### src/hdl/gpe_pkg.sv
// shared types, register codes and helper functions for the gpio edge interrupt port
`default_nettype none

package gpe_pkg;

    localparam int unsigned NUM_PINS   = 16;
    localparam int unsigned DATA_W     = 32;
    localparam int unsigned NUM_GROUPS = 7;

    typedef enum logic [1:0] {
        KIND_READ  = 2'd0,
        KIND_WRITE = 2'd1,
        KIND_TICK  = 2'd2,
        KIND_NONE  = 2'd3
    } kind_t;

    typedef enum logic [3:0] {
        REG_MODE     = 4'd0,
        REG_OTYPE    = 4'd1,
        REG_SPEED    = 4'd2,
        REG_PULL     = 4'd3,
        REG_IDR      = 4'd4,
        REG_ODR      = 4'd5,
        REG_SETRESET = 4'd6,
        REG_AFLOW    = 4'd7,
        REG_AFHIGH   = 4'd8,
        REG_RISE     = 4'd9,
        REG_FALL     = 4'd10,
        REG_MASK     = 4'd11,
        REG_PENDING  = 4'd12,
        REG_SWTRIG   = 4'd13,
        REG_UNUSED14 = 4'd14,
        REG_UNUSED15 = 4'd15
    } reg_index_t;

    localparam logic [1:0] MODE_OUTPUT = 2'b01;
    localparam logic [1:0] MODE_ANALOG = 2'b11;

    typedef struct packed {
        logic [DATA_W-1:0]     read_data;
        logic [NUM_PINS-1:0]   out_levels;
        logic [NUM_PINS-1:0]   out_enable;
        logic [NUM_PINS-1:0]   open_drain;
        logic [NUM_GROUPS-1:0] irq_lines;
    } result_t;

    // one bit per pin whose 2-bit mode field matches code
    function automatic logic [NUM_PINS-1:0] pins_in_mode(
        input logic [DATA_W-1:0] mode,
        input logic [1:0]        code
    );
        logic [NUM_PINS-1:0] r;
        r = '0;
        for (int p = 0; p < NUM_PINS; p++) begin
            r[p] = (mode[2*p +: 2] == code);
        end
        return r;
    endfunction

    // lines 0-4 each, 5-9 and 10-15 ored together
    function automatic logic [NUM_GROUPS-1:0] irq_groups(
        input logic [NUM_PINS-1:0] act
    );
        logic [NUM_GROUPS-1:0] r;
        r[4:0] = act[4:0];
        r[5]   = |act[9:5];
        r[6]   = |act[15:10];
        return r;
    endfunction

endpackage

`default_nettype wire

### src/hdl/gpio_port_edge_interrupt_core.sv
// top level: input register, register file and result register
// an accepted item is held in the input register, then its result in the result register
// throughput: one item per cycle while results are taken; a waiting result lets one more in
// the rate is set by the single register-file update between the two stages
// reset: all port registers, pending bits and both stage valid bits clear to zero
`default_nettype none

module gpio_port_edge_interrupt_core (
    input  wire logic                               clk,
    input  wire logic                               rst_n,
    input  wire logic                               in_valid,
    output logic                                    in_ready,
    input  wire logic [1:0]                         kind,
    input  wire logic [3:0]                         reg_index,
    input  wire logic [gpe_pkg::DATA_W-1:0]         write_data,
    input  wire logic [gpe_pkg::NUM_PINS-1:0]       pin_levels,
    output logic                                    out_valid,
    input  wire logic                               out_ready,
    output logic [gpe_pkg::DATA_W-1:0]              read_data,
    output logic [gpe_pkg::NUM_PINS-1:0]            out_levels,
    output logic [gpe_pkg::NUM_PINS-1:0]            out_enable,
    output logic [gpe_pkg::NUM_PINS-1:0]            open_drain,
    output logic [gpe_pkg::NUM_GROUPS-1:0]          irq_lines
);
    import gpe_pkg::*;

    logic                stage_valid_reg;
    logic [1:0]          kind_reg;
    logic [3:0]          index_reg;
    logic [DATA_W-1:0]   data_reg;
    logic [NUM_PINS-1:0] levels_reg;

    logic    out_valid_reg;
    result_t result_reg;
    result_t result;

    logic out_free;
    logic advance;

    assign out_free = !out_valid_reg || out_ready;
    assign advance  = stage_valid_reg && out_free;
    assign in_ready = !stage_valid_reg || out_free;

    always_ff @(posedge clk or negedge rst_n)
    begin
        if (!rst_n)
        begin
            stage_valid_reg <= 1'b0;
        end
        else if (in_ready)
        begin
            stage_valid_reg <= in_valid;
        end
    end

    always_ff @(posedge clk)
    begin
        if (in_valid && in_ready)
        begin
            kind_reg   <= kind;
            index_reg  <= reg_index;
            data_reg   <= write_data;
            levels_reg <= pin_levels;
        end
    end

    gpe_regs u_regs (
        .clk        (clk),
        .rst_n      (rst_n),
        .fire       (advance),
        .kind       (kind_reg),
        .reg_index  (index_reg),
        .write_data (data_reg),
        .pin_levels (levels_reg),
        .result     (result)
    );

    always_ff @(posedge clk or negedge rst_n)
    begin
        if (!rst_n)
        begin
            out_valid_reg <= 1'b0;
        end
        else if (out_free)
        begin
            out_valid_reg <= stage_valid_reg;
        end
    end

    always_ff @(posedge clk)
    begin
        if (advance)
        begin
            result_reg <= result;
        end
    end

    assign out_valid  = out_valid_reg;
    assign read_data  = result_reg.read_data;
    assign out_levels = result_reg.out_levels;
    assign out_enable = result_reg.out_enable;
    assign open_drain = result_reg.open_drain;
    assign irq_lines  = result_reg.irq_lines;

    // an empty result register never holds back the input side
    assert property (@(posedge clk) disable iff (!rst_n)
        !out_valid_reg |-> in_ready)
        else $error("input stalled with empty result register");

    // both stages full and output stalled: no new item may enter
    assert property (@(posedge clk) disable iff (!rst_n)
        (stage_valid_reg && out_valid_reg && !out_ready) |-> !in_ready)
        else $error("item accepted while pipeline is full");

    // a result only appears after an item sat in the input stage
    assert property (@(posedge clk) disable iff (!rst_n)
        $rose(out_valid_reg) |-> $past(stage_valid_reg))
        else $error("result valid without a staged item");

endmodule

`default_nettype wire

### src/hdl/gpe_regs.sv
// port register file: bus access, pin sampling, edge detect and result forming
`default_nettype none

module gpe_regs (
    input  wire logic                         clk,
    input  wire logic                         rst_n,
    input  wire logic                         fire,
    input  wire logic [1:0]                   kind,
    input  wire logic [3:0]                   reg_index,
    input  wire logic [gpe_pkg::DATA_W-1:0]   write_data,
    input  wire logic [gpe_pkg::NUM_PINS-1:0] pin_levels,
    output gpe_pkg::result_t                  result
);
    import gpe_pkg::*;

    logic [DATA_W-1:0]   mode_reg,    mode_next;
    logic [NUM_PINS-1:0] otype_reg,   otype_next;
    logic [DATA_W-1:0]   speed_reg,   speed_next;
    logic [DATA_W-1:0]   pull_reg,    pull_next;
    logic [NUM_PINS-1:0] odr_reg,     odr_next;
    logic [NUM_PINS-1:0] idr_reg,     idr_next;
    logic [DATA_W-1:0]   aflow_reg,   aflow_next;
    logic [DATA_W-1:0]   afhigh_reg,  afhigh_next;
    logic [NUM_PINS-1:0] rise_reg,    rise_next;
    logic [NUM_PINS-1:0] fall_reg,    fall_next;
    logic [NUM_PINS-1:0] mask_reg,    mask_next;
    logic [NUM_PINS-1:0] pending_reg, pending_next;

    logic [NUM_PINS-1:0] lo;
    logic [NUM_PINS-1:0] hi;
    logic [NUM_PINS-1:0] now;
    logic [DATA_W-1:0]   rd;

    assign lo  = write_data[NUM_PINS-1:0];
    assign hi  = write_data[DATA_W-1:NUM_PINS];
    // analog pins always latch zero
    assign now = pin_levels & ~pins_in_mode(mode_reg, MODE_ANALOG);

    always_comb
    begin
        mode_next    = mode_reg;
        otype_next   = otype_reg;
        speed_next   = speed_reg;
        pull_next    = pull_reg;
        odr_next     = odr_reg;
        idr_next     = idr_reg;
        aflow_next   = aflow_reg;
        afhigh_next  = afhigh_reg;
        rise_next    = rise_reg;
        fall_next    = fall_reg;
        mask_next    = mask_reg;
        pending_next = pending_reg;
        rd           = '0;
        case (kind_t'(kind))
            KIND_READ:
            begin
                case (reg_index_t'(reg_index))
                    REG_MODE:    rd = mode_reg;
                    REG_OTYPE:   rd = {{(DATA_W-NUM_PINS){1'b0}}, otype_reg};
                    REG_SPEED:   rd = speed_reg;
                    REG_PULL:    rd = pull_reg;
                    REG_IDR:     rd = {{(DATA_W-NUM_PINS){1'b0}}, idr_reg};
                    REG_ODR:     rd = {{(DATA_W-NUM_PINS){1'b0}}, odr_reg};
                    REG_AFLOW:   rd = aflow_reg;
                    REG_AFHIGH:  rd = afhigh_reg;
                    REG_RISE:    rd = {{(DATA_W-NUM_PINS){1'b0}}, rise_reg};
                    REG_FALL:    rd = {{(DATA_W-NUM_PINS){1'b0}}, fall_reg};
                    REG_MASK:    rd = {{(DATA_W-NUM_PINS){1'b0}}, mask_reg};
                    REG_PENDING: rd = {{(DATA_W-NUM_PINS){1'b0}}, pending_reg};
                    default:     rd = '0;
                endcase
            end
            KIND_WRITE:
            begin
                case (reg_index_t'(reg_index))
                    REG_MODE:     mode_next    = write_data;
                    REG_OTYPE:    otype_next   = lo;
                    REG_SPEED:    speed_next   = write_data;
                    REG_PULL:     pull_next    = write_data;
                    REG_ODR:      odr_next     = lo;
                    // set wins over reset
                    REG_SETRESET: odr_next     = (odr_reg & ~hi) | lo;
                    REG_AFLOW:    aflow_next   = write_data;
                    REG_AFHIGH:   afhigh_next  = write_data;
                    REG_RISE:     rise_next    = lo;
                    REG_FALL:     fall_next    = lo;
                    REG_MASK:     mask_next    = lo;
                    REG_PENDING:  pending_next = pending_reg & ~lo;
                    REG_SWTRIG:   pending_next = pending_reg | lo;
                    default:      ;
                endcase
            end
            KIND_TICK:
            begin
                pending_next = pending_reg
                             | (now & ~idr_reg & rise_reg)
                             | (~now & idr_reg & fall_reg);
                idr_next     = now;
            end
            default: ;
        endcase
    end

    always_ff @(posedge clk or negedge rst_n)
    begin
        if (!rst_n)
        begin
            mode_reg    <= '0;
            otype_reg   <= '0;
            speed_reg   <= '0;
            pull_reg    <= '0;
            odr_reg     <= '0;
            idr_reg     <= '0;
            aflow_reg   <= '0;
            afhigh_reg  <= '0;
            rise_reg    <= '0;
            fall_reg    <= '0;
            mask_reg    <= '0;
            pending_reg <= '0;
        end
        else if (fire)
        begin
            mode_reg    <= mode_next;
            otype_reg   <= otype_next;
            speed_reg   <= speed_next;
            pull_reg    <= pull_next;
            odr_reg     <= odr_next;
            idr_reg     <= idr_next;
            aflow_reg   <= aflow_next;
            afhigh_reg  <= afhigh_next;
            rise_reg    <= rise_next;
            fall_reg    <= fall_next;
            mask_reg    <= mask_next;
            pending_reg <= pending_next;
        end
    end

    // outputs reflect the state after this item
    assign result.read_data  = rd;
    assign result.out_levels = odr_next;
    assign result.out_enable = pins_in_mode(mode_next, MODE_OUTPUT);
    assign result.open_drain = otype_next;
    assign result.irq_lines  = irq_groups(pending_next & mask_next);

endmodule

`default_nettype wire

### config.mk
export PLATFORM = sky130hd
export DESIGN_NAME = gpio_port_edge_interrupt_core
export DESIGN_NICKNAME = d
export VERILOG_FILES = /design/src/hdl/gpe_pkg.sv /design/src/hdl/gpio_port_edge_interrupt_core.sv /design/src/hdl/gpe_regs.sv
export SDC_FILE = /design/constraint.sdc
export NUM_CORES = 1
export LEC_CHECK = 0
export BUFFER_PORTS_ARGS = -buffer_cell sky130_fd_sc_hd__buf_4
export CORE_ASPECT_RATIO = 0.7
export CORE_UTILIZATION = 40
export CTS_CLUSTER_DIAMETER = 200
export CTS_CLUSTER_SIZE = 40
export DETAILED_ROUTE_END_ITERATION = 8
export PLACE_DENSITY_LB_ADDON = 0.08
export RECOVER_POWER = 100
export SETUP_SLACK_MARGIN = 0.3
export SYNTH_ARGS = -nofsm -noshare
export SYNTH_HDL_FRONTEND = slang
export SYNTH_SLANG_ARGS = --single-unit
### constraint.sdc
create_clock -name clk -period 12.3 [get_ports clk]
set_input_delay 2.46 -clock clk [delete_from_list [all_inputs] [get_ports clk]]
set_output_delay 2.46 -clock clk [all_outputs]
set_load 0.01 [all_outputs]
* Word level (Yosys, flattened, before mapping) *
Index checks and enable logic that the tools add are counted.
Widths: inputs -> output; s select.

storage, ports and cells
  memories = 0
  bits in latches = 0
  register bits = 415
  output and inout port bits = 89
  ROM bits = 0
  bits in writable memories = 0

operators by class
  shift operators = 0
  multipliers = 0
  $lt $le $gt $ge = 0
  bitwise logic cells = 17
  reduce and logical (&&, ||, !) cells = 17
  div/mod/pow operators = 0
  muxes and demuxes = 11
  $add $sub $neg = 0
  equality and inequality tests = 47

operators with widths
  kind                count
  $pmux 32 s12        1
  $and 16x16->16      8
  $pmux 16 s2         3
  $mux 16             5
  $not 16->16         5
  $mux 32             2
  $or 16x16->16       4
  $eq 2x1->1 const B  17
  $eq 2x2->1 const B  17
  $eq 4x4->1 const B  6
  $reduce_and 3->1    6
  $eq 4x3->1 const B  4
  $eq 4x2->1 const B  2
  $reduce_or 6->1     1
  $reduce_or 5->1     1
  $eq 4x1->1 const B  1
  $logic_not 4->1     1
  $logic_and 1x1->1   2
  $logic_not 1->1     2
  $logic_not 2->1     1
  $logic_or 1x1->1    2
  $reduce_and 2->1    1

* Logic depth before layout (Yosys ltp) *
  depth in word-level cells = 10
  depth in mapped cells = 9

* Hierarchy *
From an unflattened synthesis, not the netlist that was laid out.

unflattened totals
  cells, all modules = 1283
  area total of the unflattened synthesis = 18213.7 um2

by module, submodules not included
  module                         area an instance (um2)  cells an instance  sequential area each (um2)  times used
  gpe_regs                       13875.8                 1134               6806.5                      1
  gpio_port_edge_interrupt_core  4337.9                  149                4284.1                      1

* Worst setup path before layout *
Ideal clock, no wire load.

  path kind = input-to-reg
  start = input port out_ready
  end = register result_reg (netlist bit irq_lines[0]) (enable)
  slack = 6.160 ns
  stages on the path = 5
  arrival = 5.656 ns
  cells stage by stage = nand2b_1 nand2_1 inv_1 buf_1 clkbuf_1

between the ends
  word-level cells in the longest chain between the ends = 2

ends and longest elaborated chain
  what                  RTL line                             text
  start, declared       gpio_port_edge_interrupt_core.sv:18  input wire logic out_ready,
  $logic_or 1x1->1      gpio_port_edge_interrupt_core.sv:40  assign out_free = !out_valid_reg || out_ready;
  $logic_and 1x1->1     gpio_port_edge_interrupt_core.sv:41  assign advance = stage_valid_reg && out_free;
  via advance           gpio_port_edge_interrupt_core.sv:38  logic advance;
  end signal, assigned  gpio_port_edge_interrupt_core.sv:94  result_reg <= result;
  end, declared         gpio_port_edge_interrupt_core.sv:34  result_t result_reg;

The timed path passes the listed nets, and every way through them passes these cells.
A chain may end at the register's enable or synchronous reset.

* Final worst setup path *
  start = input port out_ready
  end = register u_regs.pull_reg[18]

between the ends
  word-level cells in the longest chain between the ends = 3

ends and longest elaborated chain
  what                        RTL line                             text
  $logic_or 1x1->1            gpio_port_edge_interrupt_core.sv:40
  $logic_and 1x1->1           gpio_port_edge_interrupt_core.sv:41
  $reduce_and 3->1 (no line)  --
  end signal, assigned        gpe_regs.sv:126                      pull_reg <= pull_next;
  end, declared               gpe_regs.sv:19                       logic [DATA_W-1:0] pull_reg, pull_next;

No other way between the ends.

==> metrics.csv <==
stage,metric,value,unit
layout,final_common_cell,dfrtp_1,
clock_tree,h-tree-depth,1,
status,failed_checks,"capacitance limit, slew limit",
routing,dr.first_iter.drc_count,1052,
timing,fmax,115,MHz
timing,fin_crit,8.69,ns
floorplan,coreArea,0.0440,mm²
logic_synthesis,synth-seq-cells,415,
placement,dp_slack,5.77,ns
logic_synthesis,synth_area_leaders,"dfrtp_1 38%, edfxtp_1 24%, mux2_2 17%",
floorplan,start_util,0.408,
routing,viasPerCell,5.83,
global_routing,antenna_found_initial,0,
clock_tree,postCtsSetupRepairBufs,0,
routing,final_antenna_net_count,0,
routing,drt-total-wl,52300,µm
pwr,powerDensity,146,mW/mm²
layout,fin_util,0.448,
routing,drc,0,
critical_path,cp_slowest_cell,clkbuf_1,
status,status,"finished, violations left",
global_routing,grt_overflow,0,
critical_path,end_kind,flop,
critical_path,worstPathMaxFanout,79,
placement,port_buffers,146,
placement,detailed_place_hpwl,32300,µm
timing,min_period_over_period,0.707,
global_routing,grtUsageTotal,0.228,
logic_synthesis,synthCells,1275,
logic_synthesis,ys_dominant_reg_cell,dfrtp_1,
clock_tree,cts_root_buf,clkbuf_16,
layout,fin_nets,1431,
layout,multiInputGateArea,0.00650,mm²
floorplan,boundaryPins,147,
timing,rsz0062_at_grt,no,
hold_path,holdPathEnd,out_valid,
logic_synthesis,ys_warn_count,0,
timing,worst_slew_pin_slew,6.44,ns
logic_synthesis,yosys.area.top_type,dfrtp_1,
timing,skew,0.0400,ns
logic_synthesis,avgSynthCellArea,14.1,µm²
timing,setup_ws,3.61,ns
logic_synthesis,synth.net_count,1336,
hold_path,worstHoldStart,stage_valid_reg,
clock_tree,numCtsBuffers,14,
clock_tree,cts-resized-gates,0,
logic_synthesis,synth.top_cell.area_share,0.381,
layout,areaGrowthSynthToFinish,9.82,%
global_routing,first_global_vias,11099,
clock_tree,clk_pin_slew_worst_paths,0.15,ns
timing,max_slew_margin,-3.29,
critical_path,crit_chain,clkbuf_4 > nand2b_1 > nand2_1 > inv_6 > clkbuf_1 > nand3_1 > buf_4 > mux2_2,
clock_tree,clock_sinks,415,
clock_tree,clock_latency,0.57,ns
layout,antenna_cells,0,
logic_synthesis,synth.yosys.seq_area_share,0.617,
critical_path,ff2ff_setup_slack,5.22,ns
layout,regArea,0.0111,mm²
timing,finalSetupViolCount,0,
critical_path,start_kind,input pin,
pwr,irDropWorstVdd,0.109,mV
logic_synthesis,ys_types,46,
logic_synthesis,synth_area,0.0180,mm²
hold_path,min_path_cells,1,
floorplan,fp.dieH,179,µm
timing,fin_setup_tns,0,ns
floorplan,placementRows,64,
timing,hold_violations,0,
global_routing,grt_max_degree,166,
floorplan,die_x,255,µm
layout,final_cell_mix,"274 x dfrtp_1, 265 x mux2_2, 141 x edfxtp_1",
clock_tree,cts_buffer_depth,3,
logic_synthesis,synth-edff-count,141,
clock_tree,holdBufCountCts,0,
timing,hold-worst-slack,0.516,ns
routing,vias,11500,
hold_path,holdCritPathClass,flop to flop,
routing,dr.pass1.iters,5,
critical_path,r2r_start,out_valid,
logic_synthesis,synthArstFlopShare,0.660,
critical_path,path_class,input pin to flop,
clock_tree,tritoncts,done,
critical_path,rr_endpoint,u_regs.pull_reg[18],
critical_path,cp.required,12.73,ns
timing,drv_slew,370,
placement,gp_congestion,0.807,
critical_path,cpPeakStageDelay,2.45,ns
layout,drive_above_1_share,0.269,
floorplan,die-area,0.0458,mm²
critical_path,arrival,9.12,ns
critical_path,r2r_cells,7,
layout,n_fill_cell,4111,
routing,detail_route.wl_per_cell,26.5,µm
flow_run,drv_cap,8,
global_routing,grt_pass1_wl,77300,µm
pwr,leakage,8.07,nW
==> critical path: cells and delay by family <==
kind                   cells  cell delay (ns)
muxes                      1             0.32
and+or+nand+nor            3             2.27
buffers and inverters      4             3.99
==> synth_stat cells, types with 4 or more instances <==
cell / instances
a21boi_0: 16
a21oi_1: 16
a221o_1: 4
a221oi_1: 53
a22o_1: 70
a22oi_1: 36
a311oi_1: 9
a31oi_1: 33
buf_1: 10
buf_2: 29
clkbuf_1: 51
dfrtp_1: 274
edfxtp_1: 141
inv_1: 12
mux2_1: 4
mux2_2: 272
mux2i_1: 23
nand2_1: 69
nand2b_1: 41
nand3_1: 7
nand3b_1: 17
o21a_1: 5
o21ai_0: 48
==> how the worst max path moves through the flow <==
stage                     startpoint                   to  slack (ns)
after floorplan            out_ready         irq_lines[0]        6.16
after global placement     out_ready    u_regs.idr_reg[8]        5.81
after detailed placement   out_ready    u_regs.idr_reg[8]        5.77
after CTS                  out_ready    u_regs.idr_reg[8]        6.35
after global routing       out_ready  u_regs.pull_reg[16]        3.10
final                      out_ready  u_regs.pull_reg[18]        3.61
==> layer usage <==
layer / GRT usage / wire length [µm]
met4: 0.0351 / 660
met3: 0.0345 / 2740
met1: 0.363 / 27100
met5: 0 / 0
met2: 0.329 / 21900
==> power breakdown <==
group / switching [mW] / internal, mW
registers: 0.156 / 1.65
logic: 0.206 / 0.205
clock network: 0.431 / 0.237
==> cell type report <==
| cell class | count | share of cell area |
|---|---|---|
| Sequential cell | 415 | 0.562 |
| Clock inverter | 1 | 0.00152 |
| Inverter | 13 | 0.00273 |
| Clock buffer | 23 | 0.0205 |
| Tap cell | 594 | 0.0376 |
| Timing Repair Buffer | 170 | 0.0465 |
| Multi-Input combinational cell | 756 | 0.329 |
==> stage by stage <==
stage	total power, mW	area, µm²	instances
2_1_floorplan	2.06	18000	1275
5_1_grt	3.02	19700	1972
6_report	2.88	19700	1972
3_5_place_dp	2.27	19700	1948
3_3_place_gp	2.26	19700	1948
4_1_cts	2.94	20200	1972
==> cell families (layout without fill, tap and decap cells) <==
family | count (synthesis) | after routing | share of synthesized area
compound gates | 297 | 297 | 0.123
fa+ha+maj | 3 | 3 | 0.00209
buf+inv | 104 | 207 | 0.0242
flops | 415 | 415 | 0.617
mux | 299 | 299 | 0.186
simple gates | 157 | 157 | 0.0485
(Power assumes the default switching activity.)
